<file path="src/design/fmsp_pkg.sv">
// fmsp_pkg: types and constants for the file mode string parser.
// Shared by fmsp_decode and file_mode_string_parser; depends on nothing.
package fmsp_pkg;

   // Parse phase, one-hot
   typedef enum logic [7:0] {
      PH_START = 8'b0000_0001,
      PH_OCTAL = 8'b0000_0010,
      PH_WHO   = 8'b0000_0100,
      PH_OPER  = 8'b0000_1000,
      PH_COPY  = 8'b0001_0000,
      PH_PERM  = 8'b0010_0000,
      PH_DONE  = 8'b0100_0000,
      PH_ERROR = 8'b1000_0000
   } phase_type;

   typedef enum logic [1:0] {
      OP_ADD = 2'd0,
      OP_SUB = 2'd1,
      OP_SET = 2'd2
   } op_type;

   localparam int MODE_W = 16;
   localparam int PERM_W = 12;
   localparam int MASK_W = 9;
   localparam int CHAR_W = 8;

   localparam logic [PERM_W-1:0] PERM_ALL      = 12'o7777;
   localparam logic [MODE_W-1:0] TYPE_MASK     = 16'hF000;
   localparam logic [MODE_W-1:0] TYPE_DIR      = 16'h4000;
   localparam logic [MODE_W-1:0] OVERFLOW_MODE = 16'o0775;
   localparam logic [MASK_W-1:0] MASK_RESET    = 9'd18;

   // who letter bit sets
   localparam logic [MODE_W-1:0] WHO_ALL   = 16'o6777;
   localparam logic [MODE_W-1:0] WHO_USER  = 16'o4700;
   localparam logic [MODE_W-1:0] WHO_GROUP = 16'o2070;
   localparam logic [MODE_W-1:0] WHO_OTHER = 16'o0007;

   // permission letter bit sets
   localparam logic [PERM_W-1:0] PERM_R = 12'o0444;
   localparam logic [PERM_W-1:0] PERM_W_BITS = 12'o0222;
   localparam logic [PERM_W-1:0] PERM_X = 12'o0111;
   localparam logic [PERM_W-1:0] PERM_S = 12'o6000;
   localparam logic [PERM_W-1:0] PERM_T = 12'o1000;

   // character codes
   localparam logic [CHAR_W-1:0] CHR_NUL   = 8'h00;
   localparam logic [CHAR_W-1:0] CHR_0     = 8'h30;
   localparam logic [CHAR_W-1:0] CHR_7     = 8'h37;
   localparam logic [CHAR_W-1:0] CHR_LC_A  = 8'h61;
   localparam logic [CHAR_W-1:0] CHR_LC_U  = 8'h75;
   localparam logic [CHAR_W-1:0] CHR_LC_G  = 8'h67;
   localparam logic [CHAR_W-1:0] CHR_LC_O  = 8'h6F;
   localparam logic [CHAR_W-1:0] CHR_LC_R  = 8'h72;
   localparam logic [CHAR_W-1:0] CHR_LC_W  = 8'h77;
   localparam logic [CHAR_W-1:0] CHR_LC_X  = 8'h78;
   localparam logic [CHAR_W-1:0] CHR_UC_X  = 8'h58;
   localparam logic [CHAR_W-1:0] CHR_LC_S  = 8'h73;
   localparam logic [CHAR_W-1:0] CHR_LC_T  = 8'h74;
   localparam logic [CHAR_W-1:0] CHR_PLUS  = 8'h2B;
   localparam logic [CHAR_W-1:0] CHR_MINUS = 8'h2D;
   localparam logic [CHAR_W-1:0] CHR_EQUAL = 8'h3D;
   localparam logic [CHAR_W-1:0] CHR_COMMA = 8'h2C;

   typedef struct packed {
      phase_type           phase;
      logic [MODE_W-1:0]   working_mode;
      logic [MODE_W-1:0]   who_bits;
      logic [PERM_W-1:0]   perm_bits;
      logic [PERM_W-1:0]   clear_bits;
      op_type              operator_code;
      logic [PERM_W-1:0]   octal_value;
      logic                octal_overflow;
   } parse_state_type;

   typedef struct packed {
      logic                valid;
      logic [MODE_W-1:0]   mode_out;
      logic                parse_error;
   } parse_result_type;

endpackage

</file>
<file path="src/design/file_mode_string_parser.sv">
// An end-of-string beat's result is registered in the output register, or in
// the skid entry while the output is stalled. Throughput: one beat per cycle;
// the state registers close the loop, and the two-entry output keeps the input
// open while one result waits. req_stall rises only when both entries are full.
// Reset (synchronous, active high): parser at start phase, working mode zero,
// output empty, creation mask back to 0022.
module file_mode_string_parser (
   input  logic        clock,
   input  logic        reset,
   // input channel
   input  logic        req_valid,
   output logic        req_stall,
   input  logic        req_action,
   input  logic [15:0] req_mode_in,
   input  logic [7:0]  req_char_code,
   // result channel
   output logic        rsp_valid,
   input  logic        rsp_stall,
   output logic [15:0] rsp_mode_out,
   output logic        rsp_parse_error,
   // configuration
   input  logic        csr_write_enable,
   input  logic [8:0]  csr_write_data
);
   import fmsp_pkg::*;

   // creation mask register
   logic [MASK_W-1:0] creation_mask_ff;

   // parser state
   parse_state_type   state_ff;
   parse_state_type   state_in;
   parse_result_type  result;

   // output register and skid entry
   logic              out_valid_ff, out_valid_in;
   logic [MODE_W-1:0] out_mode_ff, out_mode_in;
   logic              out_error_ff, out_error_in;
   logic              skid_valid_ff, skid_valid_in;
   logic [MODE_W-1:0] skid_mode_ff, skid_mode_in;
   logic              skid_error_ff, skid_error_in;

   logic              req_beat;
   logic              new_result;
   logic              out_free;

   assign req_beat   = req_valid && !skid_valid_ff;
   assign new_result = req_beat && result.valid;
   // output register can take data this cycle
   assign out_free   = !out_valid_ff || !rsp_stall;

   fmsp_decode u_decode (
      .state         (state_ff),
      .action        (req_action),
      .mode_in       (req_mode_in),
      .char_code     (req_char_code),
      .creation_mask (creation_mask_ff),
      .next_state    (state_in),
      .result        (result)
   );

   always_ff @(posedge clock) begin
      if (reset) begin
         creation_mask_ff <= MASK_RESET;
      end else if (csr_write_enable) begin
         creation_mask_ff <= csr_write_data;
      end
   end

   // state advances on every accepted beat
   always_ff @(posedge clock) begin
      if (reset) begin
         state_ff <= '{phase: PH_START, working_mode: '0, who_bits: '0, perm_bits: '0,
                       clear_bits: '0, operator_code: OP_ADD, octal_value: '0,
                       octal_overflow: 1'b0};
      end else if (req_beat) begin
         state_ff <= state_in;
      end
   end

   // output queue: skid drains first; while it is full no beat is taken
   always_comb begin
      out_valid_in  = out_valid_ff;
      out_mode_in   = out_mode_ff;
      out_error_in  = out_error_ff;
      skid_valid_in = skid_valid_ff;
      skid_mode_in  = skid_mode_ff;
      skid_error_in = skid_error_ff;
      if (out_free) begin
         if (skid_valid_ff) begin
            out_valid_in  = 1'b1;
            out_mode_in   = skid_mode_ff;
            out_error_in  = skid_error_ff;
            skid_valid_in = 1'b0;
         end else begin
            out_valid_in = new_result;
            out_mode_in  = result.mode_out;
            out_error_in = result.parse_error;
         end
      end else if (new_result) begin
         skid_valid_in = 1'b1;
         skid_mode_in  = result.mode_out;
         skid_error_in = result.parse_error;
      end
   end

   always_ff @(posedge clock) begin
      if (reset) begin
         out_valid_ff  <= 1'b0;
         skid_valid_ff <= 1'b0;
      end else begin
         out_valid_ff  <= out_valid_in;
         skid_valid_ff <= skid_valid_in;
      end
   end

   always_ff @(posedge clock) begin
      out_mode_ff   <= out_mode_in;
      out_error_ff  <= out_error_in;
      skid_mode_ff  <= skid_mode_in;
      skid_error_ff <= skid_error_in;
   end

   assign req_stall       = skid_valid_ff;
   assign rsp_valid       = out_valid_ff;
   assign rsp_mode_out    = out_mode_ff;
   assign rsp_parse_error = out_error_ff;

endmodule

</file>
<file path="src/design/fmsp_decode.sv">
// fmsp_decode: next parser state and result for one input beat.
// Pure combinational; uses fmsp_pkg types and constants.
module fmsp_decode (
   input  fmsp_pkg::parse_state_type  state,
   input  logic                       action,
   input  logic [15:0]                mode_in,
   input  logic [7:0]                 char_code,
   input  logic [8:0]                 creation_mask,
   output fmsp_pkg::parse_state_type  next_state,
   output fmsp_pkg::parse_result_type result
);
   import fmsp_pkg::*;

   logic              digit;
   logic [14:0]       octal_acc;
   logic              sym_go;
   logic              in_perm;
   phase_type         sym_phase;
   logic [MODE_W-1:0] sel;
   logic [2:0]        triplet;

   assign digit     = (char_code >= CHR_0) && (char_code <= CHR_7);
   assign octal_acc = {state.octal_value, 3'b000} + {12'd0, char_code[2:0]};

   always_comb begin
      next_state = state;
      sym_go     = 1'b0;
      sym_phase  = state.phase;
      in_perm    = 1'b0;
      sel        = '0;
      triplet    = '0;

      // top-level phase handling
      if (!action) begin
         next_state               = '0;
         next_state.phase         = PH_START;
         next_state.working_mode  = mode_in;
         next_state.operator_code = OP_ADD;
      end else if (char_code != CHR_NUL) begin
         unique case (state.phase)
            PH_START: begin
               if (digit) begin
                  next_state.octal_value = {9'd0, char_code[2:0]};
                  next_state.phase       = PH_OCTAL;
               end else begin
                  sym_go           = 1'b1;
                  sym_phase        = PH_WHO;
                  next_state.phase = PH_WHO;
               end
            end
            PH_OCTAL: begin
               if (!digit) begin
                  next_state.phase = PH_ERROR;
               end else if (!state.octal_overflow) begin
                  if (octal_acc > {3'd0, PERM_ALL})
                     next_state.octal_overflow = 1'b1;
                  else
                     next_state.octal_value = octal_acc[PERM_W-1:0];
               end
            end
            PH_WHO, PH_COPY, PH_PERM: sym_go = 1'b1;
            default: ;
         endcase
      end else begin
         unique case (state.phase)
            PH_START, PH_OCTAL: begin
               if (state.octal_overflow)
                  next_state.working_mode = OVERFLOW_MODE;
               else
                  next_state.working_mode = ({4'd0, state.octal_value}
                     | (state.working_mode & TYPE_MASK)) & ~{7'd0, creation_mask};
               next_state.phase = PH_DONE;
            end
            PH_WHO:           next_state.phase = PH_ERROR;
            PH_COPY, PH_PERM: sym_go = 1'b1;
            default: ;
         endcase
      end

      // clause characters
      if (sym_go) begin
         if (sym_phase == PH_WHO) begin
            unique case (char_code)
               CHR_LC_A: next_state.who_bits = state.who_bits | WHO_ALL;
               CHR_LC_U: next_state.who_bits = state.who_bits | WHO_USER;
               CHR_LC_G: next_state.who_bits = state.who_bits | WHO_GROUP;
               CHR_LC_O: next_state.who_bits = state.who_bits | WHO_OTHER;
               default: begin
                  // empty who list falls back to everything the umask allows
                  if (state.who_bits == '0) begin
                     next_state.clear_bits = PERM_ALL;
                     next_state.who_bits   = ~{7'd0, creation_mask};
                  end else begin
                     next_state.clear_bits = state.who_bits[PERM_W-1:0];
                  end
                  next_state.phase = PH_COPY;
                  unique case (char_code)
                     CHR_PLUS:  next_state.operator_code = OP_ADD;
                     CHR_MINUS: next_state.operator_code = OP_SUB;
                     CHR_EQUAL: next_state.operator_code = OP_SET;
                     default:   next_state.phase = PH_ERROR;
                  endcase
               end
            endcase
         end else begin
            in_perm = (sym_phase == PH_PERM);
            if (sym_phase == PH_COPY) begin
               unique case (char_code)
                  CHR_LC_U: triplet = state.working_mode[8:6];
                  CHR_LC_G: triplet = state.working_mode[5:3];
                  CHR_LC_O: triplet = state.working_mode[2:0];
                  default: begin
                     in_perm          = 1'b1;
                     next_state.phase = PH_PERM;
                  end
               endcase
               next_state.perm_bits = state.perm_bits | {3'd0, triplet, triplet, triplet};
            end
            if (in_perm) begin
               unique case (char_code)
                  CHR_LC_R: next_state.perm_bits = state.perm_bits | PERM_R;
                  CHR_LC_W: next_state.perm_bits = state.perm_bits | PERM_W_BITS;
                  CHR_LC_X: next_state.perm_bits = state.perm_bits | PERM_X;
                  CHR_LC_S: next_state.perm_bits = state.perm_bits | PERM_S;
                  CHR_LC_T: next_state.perm_bits = state.perm_bits | PERM_T;
                  CHR_UC_X: begin
                     if (((state.working_mode & TYPE_MASK) == TYPE_DIR)
                         || ((state.working_mode & {4'd0, PERM_X}) != '0))
                        next_state.perm_bits = state.perm_bits | PERM_X;
                  end
                  default: begin
                     // clause ends: apply it
                     sel = {4'd0, state.perm_bits} & state.who_bits;
                     next_state.working_mode = state.working_mode;
                     if (state.operator_code == OP_SET)
                        next_state.working_mode = next_state.working_mode
                           & ~{4'd0, state.clear_bits};
                     if (state.operator_code == OP_SUB)
                        next_state.working_mode = next_state.working_mode & ~sel;
                     else
                        next_state.working_mode = next_state.working_mode | sel;
                     if (char_code == CHR_COMMA) begin
                        next_state.who_bits  = '0;
                        next_state.perm_bits = '0;
                        next_state.phase     = PH_WHO;
                     end else begin
                        next_state.phase = PH_DONE;
                     end
                  end
               endcase
            end
         end
      end
   end

   assign result.valid       = action && (char_code == CHR_NUL);
   assign result.mode_out    = next_state.working_mode;
   assign result.parse_error = (next_state.phase == PH_ERROR);

endmodule

</file>
<file path="config.mk">
export PLATFORM = sky130hd
export DESIGN_NAME = file_mode_string_parser
export DESIGN_NICKNAME = d
export VERILOG_FILES = /design/src/design/fmsp_pkg.sv /design/src/design/file_mode_string_parser.sv /design/src/design/fmsp_decode.sv
export SDC_FILE = /design/constraint.sdc
export NUM_CORES = 1
export LEC_CHECK = 0
export BUFFER_PORTS_ARGS = -buffer_cell sky130_fd_sc_hd__buf_2
export CAP_MARGIN = 20
export CORE_MARGIN = 2
export CORE_UTILIZATION = 30
export DETAILED_ROUTE_END_ITERATION = 12
export GPL_TIMING_DRIVEN = 0
export PLACE_DENSITY = 0.52
export RECOVER_POWER = 100
export SYNTH_ARGS = -nofsm -noshare
export SYNTH_HDL_FRONTEND = slang
export SYNTH_HIERARCHICAL = 1
export SYNTH_SLANG_ARGS = --single-unit
export TNS_END_PERCENT = 100
</file>
<file path="constraint.sdc">
create_clock -name clock -period 4.65 [get_ports clock]
set_clock_uncertainty 0.15 [all_clocks]
set_input_delay 0.465 -clock clock [delete_from_list [all_inputs] [get_ports clock]]
set_output_delay 0.465 -clock clock [all_outputs]
set_load 0.02 [all_outputs]
</file>
==> metrics.md <==
| Metric | Value |
|---|---|
| Clk Latency, worst-skew pair | `about 0.43 ns` |
| Final Cycle Share | `83.56%` |
| Vias | `between 7000 and 8000` |
| Max-cap violations | `0` |
| Largest family of logic cells by synthesized area | `simple AND/OR/NAND/NOR gates` |
| Leak | `slightly above 3 nW` |
| Post-synthesis simple-gate area fraction | `a little over a quarter` |
| Final wirelength | `25410 um` |
| Sequential share of the synthesized area | `approximately two fifths` |
| Layout cells sized above 1 | `approximately 14%` |
| Root Buffer | `clkbuf_16` |
| Setup bufs post-CTS | `0` |
| Synth Area per Inst | `7.701 um^2` |
| Clock Sinks | `between 100 and 150` |
| Num CTS Buffers | `17` |
| Die ar. | `around 26000 um^2` |
| Initial antenna violation count | `0` |
| CTS tree | `yes` |
| WHS | `between 0.09 and 0.1 ns` |
| Critical R2R Launch | `state_ff[78]` |
| CP Max Fanout | `10` |
| Final hold viol count | `0` |
| Die X-Extent | `~160 um` |
| Critical R2R Capture | `rsp_mode_out[10]` |
| Xor/xnor share of the synthesized area | `0.3603%` |
| Layout net count | `1062` |
| WP data required | `~4.7 ns` |
| Syn nets | `986` |
| Final min period | `3.886 ns` |
| Slew HR | `just under 30%` |
| Multiplexer share of the synthesized area | `5.679%` |
| Mapped Cells | `947` |
| Power density cells | `roughly 360 nW/um^2` |
| Layout Cells excl Fill | `about 1400` |
| Vias/cell | `a little over 5` |
| Post-synth EDFFs | `34` |
| Flops & latches, synth | `approximately 120` |
| WP data arrival | `3.92 ns` |
| Slew Limit Fails | `0` |
| Peak supply drop | `approximately 0.00022 V` |
| Max frequency | `257.4 MHz` |
| Number of global-route vias before repair | `between 6000 and 7000` |
| Min-delay worst type | `in -> reg` |
| Final setup viols | `0` |
| Yosys warnings | `6` |
| Placed Cells | `between 1000 and 1500` |
| Pwr Total | `3.076 mW` |
| Antenna Nets Post-Route | `0` |
| Hold Path End | `creation_mask_ff[1]` |
| Hold_sp | `csr_write_data[1]` |
| DP Wirelength | `a little under 20000 um` |
| Hold Path Cell Cnt | `2` |
| Worst-path clk slew | `roughly 0.060 ns` |
| Synth Area in Compound Gates | `around 22%` |
| Area of the core | `between 20000 and 25000 um^2` |
| PortBufs | `56` |
| Async SR Flop Fraction | `0%` |
| Total GRT Usage | `~20%` |
| Row Count | `57` |
| Reg2reg setup slack | `around 0.76 ns` |
| Post-Syn Area | `7293 um^2` |
| P&R area growth vs syn | `16.64%` |
| Die Span Y | `approximately 160 um` |
| Clock buffer depth | `2` |
| Critical path capture point type | `register` |
| Post-synthesis adder-cell area fraction | `0%` |
| Outcome | `finished, final reports clean` |
| Resized Gates After CTS | `0` |
| Main synth FF type | `dfxtp_1` |
| Distinct cells, synth | `74` |
| Crit path kind | `reg -> reg` |
| Drt pass-1 iters | `5` |
| Hold_buf cts | `0` |
| H-Tree Depth | `4` |
| Register Area | `2823 um^2` |
| Placer Congestion | `approximately 0.95` |
| Diode count | `0` |
| Final setup TNS | `0 ns` |
| I/O pin cnt | `a little under 60` |
| RSZ-0062 raised after global routing | `no` |
| Initial Util | `about 30%` |
| Multi-input logic area | `3936 um^2` |
| Routed len/inst | `18.68 um` |
| Post-route DRC violation count | `0` |
| Gr ovfl total | `0` |
| Maximum number of pins on one net before global-route repair | `21` |
| Worst r2r path cells | `8` |
| Startpoint types | `register` |
| Worst slew pin tran | `about 1.1 ns` |
| Filler cells | `about 2700` |
| First-pass GRT wire length | `38380 um` |
| DR iter-0 viols | `about 670` |
## power breakdown
group	internal, mW	switching [mW]
clock	0.853	0.551
sequential	1.15	0.0438
combinational	0.167	0.312
total	2.17	0.906
## worst max-delay path by stage
stage | start | endpoint | cells past startpoint | slack, ns
6_report | state_ff[78] | rsp_mode_out[10] | 8 | 0.76
5_1_grt | state_ff[78] | rsp_mode_out[7] | 8 | 0.49
4_1_cts | state_ff[78] | rsp_mode_out[10] | 8 | 1.15
3_5_place_dp | req_char_code[3] | rsp_mode_out[11] | 9 | 1.13
3_3_place_gp | req_char_code[1] | skid_mode_ff[2] | 7 | 0.57
2_1_floorplan | req_char_code[6] | skid_error_ff | 6 | 1.64
## placed cells by master, fill, tap and decap left out, types with 8 or more instances in the layout
| master | Yosys | layout |
|---|---|---|
| nor4_1 | 8 | 10 |
| nor2_1 | 63 | 63 |
| o21ai_0 | 37 | 54 |
| mux2_2 | 19 | 19 |
| buf_2 | 24 | 58 |
| mux2i_1 | 20 | 20 |
| edfxtp_1 | 34 | 34 |
| clkbuf_4 | 0 | 8 |
| nor2b_1 | 11 | 11 |
| clkbuf_1 | 24 | 49 |
| nand3_1 | 23 | 24 |
| a21oi_1 | 143 | 143 |
| dfxtp_1 | 90 | 90 |
| buf_4 | 21 | 12 |
| inv_1 | 16 | 16 |
| nand2b_1 | 9 | 9 |
| clkbuf_16 | 0 | 17 |
| nand2_1 | 251 | 251 |
## cell usage after synthesis (all sizes together), types with 3 or more instances
cell | n | area [um^2]
a211oi | 7 | 82.58
a21o | 5 | 37.54
a21oi | 147 | 750.7
a22o | 6 | 52.55
a22oi | 4 | 30.03
a31oi | 3 | 18.77
and2 | 5 | 33.78
and3 | 3 | 18.77
and3b | 3 | 26.28
buf | 50 | 326.6
clkbuf | 24 | 90.09
dfxtp | 90 | 1802
edfxtp | 34 | 1021
inv | 17 | 63.81
mux2 | 19 | 214.0
mux2i | 20 | 200.2
nand2 | 251 | 942.2
nand2b | 9 | 56.30
nand3 | 24 | 125.1
nand3b | 4 | 30.03
nand4 | 5 | 31.28
nor2 | 63 | 236.5
nor2b | 11 | 68.82
nor3 | 7 | 51.30
nor4 | 10 | 75.07
nor4b | 4 | 50.05
o211a | 3 | 30.03
o21ai | 58 | 290.3
o22ai | 6 | 37.54
o2bb2ai | 5 | 43.79
o311ai | 3 | 26.28
or2 | 5 | 31.28
or3 | 4 | 25.02
xor2 | 3 | 26.28
## kinds of logic after synthesis
logic type,Yosys count
AOI/OAI and AO/OA,268
DFF,124
muxes,39
buffers and inverters,93
and+or+nand+nor,420
xor gates and xnor gates,3
## cell type report
type | count | area share, %
buffer | 74 | 4.736
inverter | 19 | 0.8384
timing repair buffer | 57 | 3.045
clock inverter | 15 | 2.162
sequential | 124 | 33.18
tap | 324 | 4.765
multi-input combinational | 730 | 46.27
clock buffer | 17 | 5.001
## state kept, by name (all words and copies together), names as in the netlist
name and flops:
req_stall 1, rsp_parse_error 1, rsp_valid 1, rsp_mode_out 16, state_ff 79, skid_error_ff 1, skid_mode_ff 16, creation_mask_ff 9
## routing by layer
layer / wire length (um) / vias to the layer above / global-route usage, %
met5: 0 / - / 0
met4: 298 / 0 / 5.242
li1: - / 3464 / -
met3: 2077 / 22 / 5.221
met1: 12070 / 3281 / 27.76
met2: 10960 / 284 / 29.67
## critical path: stages, from the launching register on
cell and delay [ns]:
dfxtp_1 0.37, nor4_1 0.62, and2_0 0.27, nand3_1 0.38, nor3_2 0.89, buf_2 0.36, o21ai_0 0.18, clkbuf_4 0.18
mux2_2 0.25
## metrics by stage
step                worst slack, ns  area, um^2  util (%)
finish                       0.7645        8507     35.29
global route                 0.4934        8507     35.29
CTS                           1.154        8608     35.71
detailed placement            1.132        7999     33.18
global placement             0.5667        7979     33.10
floorplan                     1.636        7293         -
No activity file was read; power rests on OpenSTA's default activity.
